--- config.mk ---
export PLATFORM = sky130hd
export DESIGN_NAME = text_chunk_splitter
export DESIGN_NICKNAME = d
export VERILOG_FILES = /design/src/sv/tcs_pkg.sv /design/src/sv/text_chunk_splitter.sv /design/src/sv/tcs_front.sv /design/src/sv/tcs_queue.sv /design/src/sv/tcs_back.sv
export SDC_FILE = /design/constraint.sdc
export NUM_CORES = 1
export LEC_CHECK = 0
export BUFFER_PORTS_ARGS = -buffer_cell sky130_fd_sc_hd__buf_2
export CORE_MARGIN = 3
export CORE_UTILIZATION = 40
export DETAILED_ROUTE_END_ITERATION = 6
export HOLD_SLACK_MARGIN = 0.06
export RECOVER_POWER = 100
export SLEW_MARGIN = 10
export SYNTH_ARGS = -nofsm -noshare
export SYNTH_HDL_FRONTEND = slang
export SYNTH_SLANG_ARGS = --single-unit
--- constraint.sdc ---
create_clock -name clk -period 36.8 [get_ports clk]
set_input_delay 5.52 -clock clk [delete_from_list [all_inputs] [get_ports clk]]
set_output_delay 5.52 -clock clk [all_outputs]
set_load 0.02 [all_outputs]
--- src/sv/tcs_pkg.sv ---
// Shared types and constants for the text chunk splitter.
package tcs_pkg;

  // Split modes held in the mode register
  typedef enum logic [1:0] {
    MODE_PARA  = 2'd0,
    MODE_LINE  = 2'd1,
    MODE_PAGE  = 2'd2,
    MODE_WHOLE = 2'd3
  } mode_t;

  // Configuration register indexes
  localparam logic REG_SPLIT_MODE = 1'b0;
  localparam logic REG_MAX_PIECE  = 1'b1;

  localparam int unsigned CFG_DW = 16;

  localparam logic [7:0]  NL_BYTE       = 8'h0A;
  localparam logic [7:0]  FF_BYTE       = 8'h0C;
  localparam logic [15:0] DEFAULT_PIECE = 16'd4096;
  localparam logic [15:0] LEN_MAX       = 16'hFFFF;

  // Up to four results per input transaction
  localparam int unsigned MAX_RES = 4;
  localparam int unsigned RES_IW  = $clog2(MAX_RES);
  localparam int unsigned RES_CW  = $clog2(MAX_RES + 1);

  // Queue between front and back
  localparam int unsigned Q_DEPTH = 2;
  localparam int unsigned Q_AW    = $clog2(Q_DEPTH);
  localparam int unsigned Q_CW    = $clog2(Q_DEPTH + 1);

  // One result
  typedef struct packed {
    logic [7:0] data;
    logic       valid;
    logic       done;
  } res_t;

  typedef res_t [MAX_RES-1:0] res_arr_t;

  // One queue entry: the results of one input transaction
  typedef struct packed {
    res_arr_t          res;
    logic [RES_CW-1:0] cnt;
  } entry_t;

  // Queue status seen by the back end
  typedef struct packed {
    logic   valid;
    entry_t head;
  } q_head_t;

endpackage

--- src/sv/text_chunk_splitter.sv ---
// Top level of the text chunk splitter: front end, queue and back end.
//
//  channel  direction  handshake            payload
//  in       input      in_valid / in_stall  in_text_byte, in_byte_present, in_text_end
//  out      output     out_valid/out_stall  out_byte, out_byte_valid, out_chunk_done,
//                                           out_run_last
//  cfg      input      cfg_we               cfg_index, cfg_wdata
//
//  An input transaction is taken every cycle while the two-entry queue has room; it
//  makes zero to four results, and the back end sends one result per cycle unless
//  out_stall holds it. Results pass from the front end into a queue entry and
//  then into the output register before they appear on the out channel.
//  Reset is synchronous, active low; it restores paragraph mode, piece size 4096 and
//  clears the held newline and piece length.
//  A stall on the output fills the queue, which then stalls the input.
module text_chunk_splitter (
  input  logic                       clk,
  input  logic                       rst_n,
  input  logic                       cfg_we,
  input  logic                       cfg_index,
  input  logic [tcs_pkg::CFG_DW-1:0] cfg_wdata,
  input  logic                       in_valid,
  output logic                       in_stall,
  input  logic [7:0]                 in_text_byte,
  input  logic                       in_byte_present,
  input  logic                       in_text_end,
  output logic                       out_valid,
  input  logic                       out_stall,
  output logic [7:0]                 out_byte,
  output logic                       out_byte_valid,
  output logic                       out_chunk_done,
  output logic                       out_run_last
);

  logic             q_full, q_push, q_pop;
  tcs_pkg::entry_t  q_entry;
  tcs_pkg::q_head_t q_head;

  tcs_front u_front (
    .clk             (clk),
    .rst_n           (rst_n),
    .cfg_we          (cfg_we),
    .cfg_index       (cfg_index),
    .cfg_wdata       (cfg_wdata),
    .in_valid        (in_valid),
    .in_stall        (in_stall),
    .in_text_byte    (in_text_byte),
    .in_byte_present (in_byte_present),
    .in_text_end     (in_text_end),
    .q_full          (q_full),
    .q_push          (q_push),
    .q_entry         (q_entry)
  );

  tcs_queue u_queue (
    .clk      (clk),
    .rst_n    (rst_n),
    .push     (q_push),
    .wr_entry (q_entry),
    .full     (q_full),
    .pop      (q_pop),
    .head     (q_head)
  );

  tcs_back u_back (
    .clk            (clk),
    .rst_n          (rst_n),
    .head           (q_head),
    .pop            (q_pop),
    .out_valid      (out_valid),
    .out_stall      (out_stall),
    .out_byte       (out_byte),
    .out_byte_valid (out_byte_valid),
    .out_chunk_done (out_chunk_done),
    .out_run_last   (out_run_last)
  );

endmodule

--- src/sv/tcs_front.sv ---
// Front end: holds configuration and state, turns each byte into a result list.
module tcs_front (
  input  logic                       clk,
  input  logic                       rst_n,
  input  logic                       cfg_we,
  input  logic                       cfg_index,
  input  logic [tcs_pkg::CFG_DW-1:0] cfg_wdata,
  input  logic                       in_valid,
  output logic                       in_stall,
  input  logic [7:0]                 in_text_byte,
  input  logic                       in_byte_present,
  input  logic                       in_text_end,
  input  logic                       q_full,
  output logic                       q_push,
  output tcs_pkg::entry_t            q_entry
);

  tcs_pkg::mode_t mode_r;
  logic [15:0]    max_piece_r;
  logic           held_r, held_nxt;
  logic [15:0]    len_r, len_nxt;

  logic           accept;
  logic [15:0]    lim;

  // Content byte: bump the piece length, report a piece end when full; whole-text mode only counts, saturating
  function automatic logic [16:0] content_len(logic [15:0] len, tcs_pkg::mode_t mode,
                                              logic [15:0] lim_v);
    logic [15:0] nl;
    logic        dn;
    dn = 1'b0;
    if (mode == tcs_pkg::MODE_WHOLE) begin
      nl = (len != tcs_pkg::LEN_MAX) ? len + 16'd1 : len;
    end else begin
      nl = len + 16'd1;
      if (nl >= lim_v) begin
        dn = 1'b1;
        nl = '0;
      end
    end
    return {dn, nl};
  endfunction

  // Append a result if room is left
  function automatic tcs_pkg::res_arr_t put(tcs_pkg::res_arr_t a,
                                            logic [tcs_pkg::RES_CW-1:0] n,
                                            tcs_pkg::res_t r);
    tcs_pkg::res_arr_t b;
    b = a;
    if (n < tcs_pkg::RES_CW'(tcs_pkg::MAX_RES)) b[n[tcs_pkg::RES_IW-1:0]] = r;
    return b;
  endfunction

  function automatic logic [tcs_pkg::RES_CW-1:0] bump(logic [tcs_pkg::RES_CW-1:0] n);
    return (n < tcs_pkg::RES_CW'(tcs_pkg::MAX_RES)) ? n + 1'b1 : n;
  endfunction

  assign lim      = (max_piece_r == '0) ? tcs_pkg::DEFAULT_PIECE : max_piece_r;
  assign in_stall = q_full;
  assign accept   = in_valid && !in_stall;

  // Classification and result list
  always_comb begin
    logic                       c0, c1, cm, c2, sep, held_mid;
    logic [7:0]                 b0, b1;
    logic [15:0]                len;
    logic [16:0]                f;
    logic [tcs_pkg::RES_CW-1:0] n;
    tcs_pkg::res_arr_t          res;
    tcs_pkg::res_t              r_done;

    c0 = 1'b0; c1 = 1'b0; cm = 1'b0;
    b0 = tcs_pkg::NL_BYTE; b1 = in_text_byte;
    sep = 1'b0;
    f   = '0;
    r_done = '{data: 8'd0, valid: 1'b0, done: 1'b1};

    if (in_byte_present) begin
      if (mode_r == tcs_pkg::MODE_PARA) begin
        if (held_r) begin
          if (in_text_byte == tcs_pkg::NL_BYTE) cm = 1'b1;
          else begin
            c0 = 1'b1;
            c1 = 1'b1;
          end
        end else if (in_text_byte != tcs_pkg::NL_BYTE) begin
          c1 = 1'b1;
        end
      end else begin
        c0  = held_r;
        sep = (mode_r == tcs_pkg::MODE_LINE && in_text_byte == tcs_pkg::NL_BYTE) ||
              (mode_r == tcs_pkg::MODE_PAGE && in_text_byte == tcs_pkg::FF_BYTE);
        if (sep) cm = 1'b1;
        else     c1 = 1'b1;
      end
      held_mid = (mode_r == tcs_pkg::MODE_PARA) && !held_r &&
                 (in_text_byte == tcs_pkg::NL_BYTE);
    end else begin
      held_mid = held_r;
    end
    c2 = in_text_end && held_mid;

    len = len_r;
    n   = '0;
    res = '0;

    // released newline
    if (c0) begin
      res = put(res, n, '{data: b0, valid: 1'b1, done: 1'b0});
      n   = bump(n);
      f   = content_len(len, mode_r, lim);
      len = f[15:0];
      if (f[16]) begin
        res = put(res, n, r_done);
        n   = bump(n);
      end
    end
    // the byte itself
    if (c1) begin
      res = put(res, n, '{data: b1, valid: 1'b1, done: 1'b0});
      n   = bump(n);
      f   = content_len(len, mode_r, lim);
      len = f[15:0];
      if (f[16]) begin
        res = put(res, n, r_done);
        n   = bump(n);
      end
    end
    // separator closes the open piece
    if (cm) begin
      if (len != '0) begin
        res = put(res, n, r_done);
        n   = bump(n);
      end
      len = '0;
    end
    // end of text: release held newline, then close
    if (c2) begin
      res = put(res, n, '{data: tcs_pkg::NL_BYTE, valid: 1'b1, done: 1'b0});
      n   = bump(n);
      f   = content_len(len, mode_r, lim);
      len = f[15:0];
      if (f[16]) begin
        res = put(res, n, r_done);
        n   = bump(n);
      end
    end
    if (in_text_end) begin
      if (mode_r == tcs_pkg::MODE_WHOLE || len != '0) begin
        res = put(res, n, r_done);
        n   = bump(n);
      end
      len = '0;
    end

    held_nxt    = in_text_end ? 1'b0 : held_mid;
    len_nxt     = len;
    q_entry.res = res;
    q_entry.cnt = n;
  end

  assign q_push = accept && (q_entry.cnt != '0);

  // State and configuration registers
  always_ff @(posedge clk) begin
    if (!rst_n) begin
      mode_r      <= tcs_pkg::MODE_PARA;
      max_piece_r <= tcs_pkg::DEFAULT_PIECE;
      held_r      <= 1'b0;
      len_r       <= '0;
    end else begin
      if (cfg_we) begin
        if (cfg_index == tcs_pkg::REG_SPLIT_MODE) mode_r <= tcs_pkg::mode_t'(cfg_wdata[1:0]);
        if (cfg_index == tcs_pkg::REG_MAX_PIECE)  max_piece_r <= cfg_wdata[15:0];
      end
      if (accept) begin
        held_r <= held_nxt;
        len_r  <= len_nxt;
      end
    end
  end

endmodule

--- src/sv/tcs_queue.sv ---
// Short queue of result lists between front and back end.
module tcs_queue (
  input  logic             clk,
  input  logic             rst_n,
  input  logic             push,
  input  tcs_pkg::entry_t  wr_entry,
  output logic             full,
  input  logic             pop,
  output tcs_pkg::q_head_t head
);

  tcs_pkg::entry_t           mem_r [tcs_pkg::Q_DEPTH];
  logic [tcs_pkg::Q_AW-1:0]  wr_ptr_r, rd_ptr_r;
  logic [tcs_pkg::Q_CW-1:0]  cnt_r;

  function automatic logic [tcs_pkg::Q_AW-1:0] ptr_inc(logic [tcs_pkg::Q_AW-1:0] p);
    return (p == tcs_pkg::Q_AW'(tcs_pkg::Q_DEPTH - 1)) ? '0 : p + 1'b1;
  endfunction

  assign full       = (cnt_r == tcs_pkg::Q_CW'(tcs_pkg::Q_DEPTH));
  assign head.valid = (cnt_r != '0);
  assign head.head  = mem_r[rd_ptr_r];

  // Entry storage
  always_ff @(posedge clk) begin
    if (push) mem_r[wr_ptr_r] <= wr_entry;
  end

  // Pointers and fill count
  always_ff @(posedge clk) begin
    if (!rst_n) begin
      wr_ptr_r <= '0;
      rd_ptr_r <= '0;
      cnt_r    <= '0;
    end else begin
      if (push) wr_ptr_r <= ptr_inc(wr_ptr_r);
      if (pop)  rd_ptr_r <= ptr_inc(rd_ptr_r);
      case ({push, pop})
        2'b10:   cnt_r <= cnt_r + 1'b1;
        2'b01:   cnt_r <= cnt_r - 1'b1;
        default: cnt_r <= cnt_r;
      endcase
    end
  end

endmodule

--- src/sv/tcs_back.sv ---
// Back end: plays out the queued result lists one result per cycle unless the output is stalled.
module tcs_back (
  input  logic             clk,
  input  logic             rst_n,
  input  tcs_pkg::q_head_t head,
  output logic             pop,
  output logic             out_valid,
  input  logic             out_stall,
  output logic [7:0]       out_byte,
  output logic             out_byte_valid,
  output logic             out_chunk_done,
  output logic             out_run_last
);

  logic [tcs_pkg::RES_IW-1:0] idx_r;
  logic                       out_valid_r;
  logic [7:0]                 data_r;
  logic                       bval_r, done_r, last_r;
  logic                       load, is_last;
  tcs_pkg::res_t              cur;

  assign cur     = head.head.res[idx_r];
  assign is_last = ({1'b0, idx_r} == head.head.cnt - 1'b1);
  assign load    = head.valid && (!out_valid_r || !out_stall);
  assign pop     = load && is_last;

  // Output register and position within the list
  always_ff @(posedge clk) begin
    if (!rst_n) begin
      idx_r       <= '0;
      out_valid_r <= 1'b0;
    end else begin
      if (load) begin
        out_valid_r <= 1'b1;
        idx_r       <= is_last ? '0 : idx_r + 1'b1;
      end else if (!out_stall) begin
        out_valid_r <= 1'b0;
      end
    end
  end

  always_ff @(posedge clk) begin
    if (load) begin
      data_r <= cur.data;
      bval_r <= cur.valid;
      done_r <= cur.done;
      last_r <= is_last;
    end
  end

  assign out_valid      = out_valid_r;
  assign out_byte       = data_r;
  assign out_byte_valid = bval_r;
  assign out_chunk_done = done_r;
  assign out_run_last   = last_r;

`ifndef SYNTH
  // Popping a list leaves its last result in the output register
  a_pop_last: assert property (@(posedge clk) disable iff (!rst_n)
    pop |=> out_run_last)
    else $error("queue popped without last result loaded");

  // A list still being played out stays at the queue head
  a_head_held: assert property (@(posedge clk) disable iff (!rst_n)
    out_valid && !out_run_last |-> head.valid)
    else $error("list left queue before its last result");

  // A result carries either a byte or a piece end
  a_kind: assert property (@(posedge clk) disable iff (!rst_n)
    out_valid |-> (out_byte_valid != out_chunk_done))
    else $error("result is neither byte nor piece end");

  // Loading a non-final result advances the position by one
  a_idx_step: assert property (@(posedge clk) disable iff (!rst_n)
    load && !is_last |=> idx_r == $past(idx_r) + 1'b1)
    else $error("list position did not advance");
`endif

endmodule

==> results of run 1 <==
-- cell type report --
type                       count  area, µm²
timing repair buffer          61      305.3
multi-input combinational    853       5986
clock inverter                15      168.9
fill                        2361      13410
tap                          324      405.4
sequential                   140       3774
clock buffer                  17      425.4
inverter                      35      131.4
-- worst min-delay path by stage --
stage | from | to | slack [ns] | cells after the start
4_1_cts | u_front.max_piece_r[7]$_SDFFE_PN0P_ | u_front.max_piece_r[7]$_SDFFE_PN0P_ | 0.47 | 2
2_1_floorplan | u_front.max_piece_r[12]$_SDFFE_PN1P_ | u_front.max_piece_r[12]$_SDFFE_PN1P_ | 0.44 | 2
3_3_place_gp | u_front.max_piece_r[7]$_SDFFE_PN0P_ | u_front.max_piece_r[7]$_SDFFE_PN0P_ | 0.46 | 2
3_5_place_dp | u_front.max_piece_r[12]$_SDFFE_PN1P_ | u_front.max_piece_r[12]$_SDFFE_PN1P_ | 0.46 | 2
5_1_grt | u_front.max_piece_r[10]$_SDFFE_PN0P_ | u_front.max_piece_r[10]$_SDFFE_PN0P_ | 0.49 | 2
6_report | u_front.max_piece_r[7]$_SDFFE_PN0P_ | u_front.max_piece_r[7]$_SDFFE_PN0P_ | 0.47 | 2
-- cells by family after synthesis --
group | count (synthesis)
AOI/OAI and AO/OA | 272
xor gates and xnor gates | 53
other | 1
DFF | 140
muxes | 46
buffers and inverters | 89
and+or+nand+nor | 401
adders and majority gates | 69
-- metal layers --
| metal | vias up | part of all wire [%] |
|---|---|---|
| li1 | 4086 | - |
| met1 | 4201 | 45 |
| met2 | 367 | 45 |
| met3 | 69 | 7.3 |
| met4 | 2 | 2.9 |
| met5 | - | 0.040 |
-- worst max-delay path, delay by kind of cell --
kind,cells,cell delay [ns]
buffers and inverters,5,2.92
AND/OR/NAND/NOR,16,5.13
adder cells (fa/ha/maj),4,1.18
multiplexers,1,0.17
AO/OA/AOI/OAI,16,5.70
XOR/XNOR,2,0.59
-- cells in the mapped netlist (all sizes together) (4+ instances only) --
| library cell | count | area share, % |
|---|---|---|
| nand2 | 121 | 4.5 |
| mux2i | 14 | 1.4 |
| o21ai | 45 | 2.4 |
| o211a | 5 | 0.49 |
| and4 | 5 | 0.43 |
| nand4 | 15 | 1.0 |
| xor2 | 13 | 1.1 |
| a22oi | 19 | 1.5 |
| a21o | 22 | 1.6 |
| edfxtp | 97 | 29 |
| nor2 | 84 | 3.1 |
| ha | 69 | 8.5 |
| a21boi | 6 | 0.59 |
| a32oi | 4 | 0.34 |
| nand2b | 9 | 0.55 |
| o31ai | 7 | 0.57 |
| a211oi | 10 | 0.79 |
| nand3 | 29 | 1.4 |
| o2111ai | 4 | 0.34 |
| mux4 | 20 | 4.4 |
| clkbuf | 34 | 1.3 |
| mux2 | 12 | 1.3 |
| nor3b | 6 | 0.49 |
| a31oi | 9 | 0.55 |
| and3 | 19 | 1.2 |
| a21oi | 80 | 4.1 |
| nor3 | 34 | 1.8 |
| dfxtp | 43 | 8.5 |
| or3 | 4 | 0.25 |
| xnor2 | 40 | 3.7 |
| o22ai | 5 | 0.31 |
| buf | 20 | 1.1 |
| o21a | 10 | 0.74 |
| and2 | 34 | 2.1 |
| inv | 34 | 1.3 |
| o21bai | 4 | 0.30 |
| nor2b | 8 | 0.49 |
| a2111oi | 4 | 0.71 |
| a31o | 5 | 0.43 |
| o211ai | 7 | 0.52 |
| nor4 | 18 | 1.4 |
-- metrics by stage --
step / total power [mW] / std cells
floorplan: 0.2667 / 1082
global placement: 0.2937 / 1413
detailed placement: 0.2952 / 1413
CTS: 0.4702 / 1445
global route: 0.4849 / 1445
finish: 0.4648 / 1445
-- registers in the layout, summed over array words and instances (netlist names), named ones only --
| name | cells |
|---|---|
| u_back.idx_r | 2 |
| u_back.out_byte | 8 |
| u_back.out_byte_valid | 1 |
| u_back.out_chunk_done | 1 |
| u_back.out_run_last | 1 |
| u_back.out_valid | 1 |
| u_front.held_r | 1 |
| u_front.len_r | 16 |
| u_front.max_piece_r | 16 |
| u_front.mode_r | 2 |
| u_queue.cnt_r | 2 |
| u_queue.mem_r | 86 |
| u_queue.rd_ptr_r | 1 |
| u_queue.wr_ptr_r | 1 |
-- where the power goes --
part           internal (mW)  switching [mW]
Sequential             0.191         0.00712
Clock                 0.0913          0.0837
Combinational         0.0358          0.0557
Total                  0.318           0.147
==> results.toml, run 1 <==
[synthesis]
synthXorXnorAreaFrac_pct = 4.791
synth_top_family_by_area = "simple AND/OR/NAND/NOR gates"
yosysWarnings = 0
synth_compound_area_share_pct = 18.71
ys_seq_elements = 140
synth_seq_area_share_pct = 37.15
avgSynthCellArea_um2 = 9.485
synthCells = 1071
synth_cell_types = 91
netlist_area_um2 = 10160
synth_top_flop_cell = "edfxtp_1"
synth_edf_count = 97
yosys.area_share.simple_pct = 20.03
synth.area.mux_share_pct = 7.144
synth_fa_ha_area_share_pct = 8.499
async_flop_share_pct = 0

[clock_network]
clock_path_buffers = 2
cts_tree = "built"
path_clk_slew_ns = 0.07
numCtsBuffers = 17
clockRootBuffer = "clkbuf_16"
clk-insertion-delay-late_ns = 0.43
cts_resized = 0
htree_levels = 4
ctsHoldBuffers = 0
post_cts_buffers = 0
cts.sinks = 140

[sta]
fmax_mhz = 47.02
hold_slack_ns = 0.4720
slew_headroom_pct = -105.2
finalMaxSlewViolations = 150
finalSetupViolCount = 0
fin_ws_ns = 15.53
tightest_slew_ns = 3.001
hold_viol_final = 0
rsz0062_at_grt = "no"
final.min_clock_period_ns = 21.27
finalClockSkew_ns = 0.01665
timing.final.crit_share_pct = 57.80
fin_tns_setup_ns = 0

[global_route]
gr-usage-met2_pct = 37.12
grt_pass1_vias = 8259
track_usage_pct = 23.92
grt-ovfl-total = 0
grt_antenna_before_repair = 2
grt_max_degree = 45
use_met3_pct = 5.039
busiest_layer = "met2"
grt_pass1_wl_mm = 49.00
grtUsageMet1_pct = 33.34

[floorplan]
die_w_um = 165.4
dieArea_um2 = 27340
start_util_pct = 41.29
die_h_um = 165.4
core_area_um2 = 24600
std_cell_rows = 57
boundaryPins = 45

[placement]
pre_cts_ws_ns = 20.27
numPortBuffers = 44
placed_cell_area_um2 = 10740
gp_congestion = 0.9966
dpl.hpwl_mm = 24.08

[drt]
finalWirelength_mm = 32.29
dr.pass1.iters = 5
drcViolationCount = 0
vias = 8725
drt_iter0_markers = 913
wl_per_cell_um = 22.35
viasPerCell = 6.038
ant_nets = 0

[critical_path]
criticalPathCategory = "in -> reg"
crit_arrival_ns = 21.26
critPathCapture = "u_queue.mem_r[0][34]$_DFFE_PP_"
r2r_start = "u_front.len_r[0]$_SDFFE_PN0P_"
crit_slowest_cell = "a2111oi_0"
worst-r2r-cell-count = 49
cp-start-kind = "primary input"
crit_top_cell = "nand2_1"
r2r_setup_slack_ns = 19.15
cp.required_ns = 36.79
reg2reg_to = "u_queue.mem_r[0][34]$_DFFE_PP_"
cp-end-kind = "register"
max_stage_delay_ns = 2.42
path_max_fanout = 43
startpoint = "in_text_byte[1]"

[run_status]
violations = "capacitance limit, slew limit"
status = "complete, but fails checks"

[finish]
fin_util_pct = 45.50
area_growth_pct = 10.21
drive_gt1_share_pct = 11.24
final_common_cell = "nand2_1"
finalInstanceArea_um2 = 11200
mostFrequentLayoutCells = "nand2_1 (121), edfxtp_1 (97), nor2_1 (82), a21oi_1 (78), ha_1 (69)"
n_antenna_cell = 0
fin_nets = 1209

[power]
ir_drop_mv = 0.04321
powerDensity_nw_per_um2 = 41.52
p_leak_nw = 4.114

[min_path]
min_path_type = "reg -> reg"

[job]
cap_viol_max_count = 6
No activity file was read; power rests on OpenSTA's default activity.
==> run 2: changes to the inputs <==
- clock period: 36.8 -> 19.4 ns (I/O delays scaled with it)
==> results.toml, run 2 (synthesized netlist as in run 1, its figures left out) <==
[run_status]
status = "complete, but fails checks"
violations = "capacitance limit, slew limit"

[critical_path]
crit_arrival_ns = 15.75
crit_top_cell = "nand2_1"
path_max_fanout = 15
criticalPathCategory = "in -> reg"
crit_family = "simple AND/OR/NAND/NOR gates"
max_stage_delay_ns = 1.45
cp-start-kind = "primary input"
crit_buf_inv = 3
crit_slowest_cell = "nor3_1"
r2r_setup_slack_ns = 4.78
cp.required_ns = 19.66
cp-end-kind = "register"

[sta]
fmax_mhz = 64.56
fin_tns_setup_ns = 0
tightest_slew_ns = 2.054
rsz0062_at_grt = "no"
slew_headroom_pct = -36.91
finalMaxSlewViolations = 49
final.min_clock_period_ns = 15.49
hold_viol_final = 0
timing.final.crit_share_pct = 79.84
finalClockSkew_ns = 0.01379
finalSetupViolCount = 0

[finish]
final_common_cell = "nand2_1"
fillerInstances = 2392
fin_nets = 1209
reg.largest.list = "u_queue.mem_r x86, u_front.len_r x16, u_front.max_piece_r x16"
finalNonFillerCells = 1446
area_growth_pct = 10.80
largest-register = "u_queue.mem_r"
fin_util_pct = 45.75
mostFrequentLayoutCells = "nand2_1 (121), edfxtp_1 (97), nor2_1 (82), a21oi_1 (78), ha_1 (69)"
largest_register_ffs = 86
drive_gt1_share_pct = 11.60
ff_latch_area_um2 = 3774
multiInputGateArea_um2 = 6011
finalInstanceArea_um2 = 11260

[drt]
viasPerCell = 6.035
drcViolationCount = 0
wl_per_cell_um = 21.95
drt_iter0_markers = 791
finalWirelength_mm = 31.74
ant_nets = 0
vias = 8727
dr.pass1.iters = 6

[clock_network]
cts_tree = "built"
clockRootBuffer = "clkbuf_16"
ctsHoldBuffers = 0
numCtsBuffers = 17
htree_levels = 4
clock_path_buffers = 2
cts_resized = 0
clk-insertion-delay-late_ns = 0.43
path_clk_slew_ns = 0.07
cts.sinks = 140
post_cts_buffers = 0

[min_path]
min_path_type = "reg -> reg"

[placement]
gp_congestion = 0.9789
placed_cell_area_um2 = 10740
dp_cells = 1413
dpl.hpwl_mm = 23.95
numPortBuffers = 44

[job]
cap_viol_max_count = 3

[floorplan]
boundaryPins = 45
start_util_pct = 41.29
die_h_um = 165.4
std_cell_rows = 57
core_area_um2 = 24600
dieArea_um2 = 27340
die_w_um = 165.4

[global_route]
grt_max_degree = 45
grtUsageMet1_pct = 33.51
grt_pass1_wl_mm = 48.90
grt-ovfl-total = 0
busiest_layer = "met2"
grt_pass1_vias = 8314
gr-usage-met2_pct = 36.77
track_usage_pct = 23.69
grt_antenna_before_repair = 0
use_met3_pct = 3.866

[power]
ir_drop_mv = 0.06933
p_leak_nw = 4.140
power_uw = 883.3
powerDensity_nw_per_um2 = 78.48
-- run 2: changes by cell type in the layout (fill, tap and decap cells not counted), sizes merged --
cell and delta:
inv -3, clkbuf -2, clkinv +5, clkinvlp -2
diode +1, buf +2
-- run 2: final timing paths --
check	cells past startpoint	startpoint	endpoint
setup / recovery	42	in_text_byte[1]	u_queue.mem_r[1][29]$_DFFE_PP_
hold / removal	2	u_front.max_piece_r[12]$_SDFFE_PN1P_	u_front.max_piece_r[12]$_SDFFE_PN1P_
setup reg to reg	47	u_front.len_r[0]$_SDFFE_PN0P_	u_queue.mem_r[1][29]$_DFFE_PP_
hold reg to reg	2	u_front.max_piece_r[12]$_SDFFE_PN1P_	u_front.max_piece_r[12]$_SDFFE_PN1P_
-- run 2: cell type report --
cell class / count / share of cell area (%)
Inverter: 35 / 1.167
Multi-Input combinational cell: 853 / 53.40
Timing Repair Buffer: 61 / 2.779
Clock buffer: 17 / 3.779
Sequential cell: 140 / 33.53
Antenna cell: 1 / 0.02223
Tap cell: 324 / 3.602
Clock inverter: 15 / 1.723
-- run 2: tightest hold or removal path: stages, from the launching register on --
cell and delay [ns]:
dfxtp_1 0.31, nand2_1 0.05, nand3_1 0.07
-- run 2: power breakdown --
group          total (mW)  leakage, nW  internal [mW]  switching (mW)
Combinational       0.174         2.59         0.0686           0.105
Sequential          0.374         1.25          0.361          0.0133
Clock               0.335        0.299          0.176           0.160
-- run 2: metrics by stage --
stage,worst slack (ns),hold slack (ns)
2_1_floorplan,5.926,0.4393
3_3_place_gp,5.534,0.4590
3_5_place_dp,5.429,0.4603
4_1_cts,5.773,0.4764
5_1_grt,3.123,0.4930
6_report,3.911,0.4779
-- run 2: layer usage --
layer | share of wire (%) | wire (µm)
met4 | 3.0 | 946
met1 | 45 | 14320
met5 | 0 | 0
met3 | 7.2 | 2288
met2 | 45 | 14190
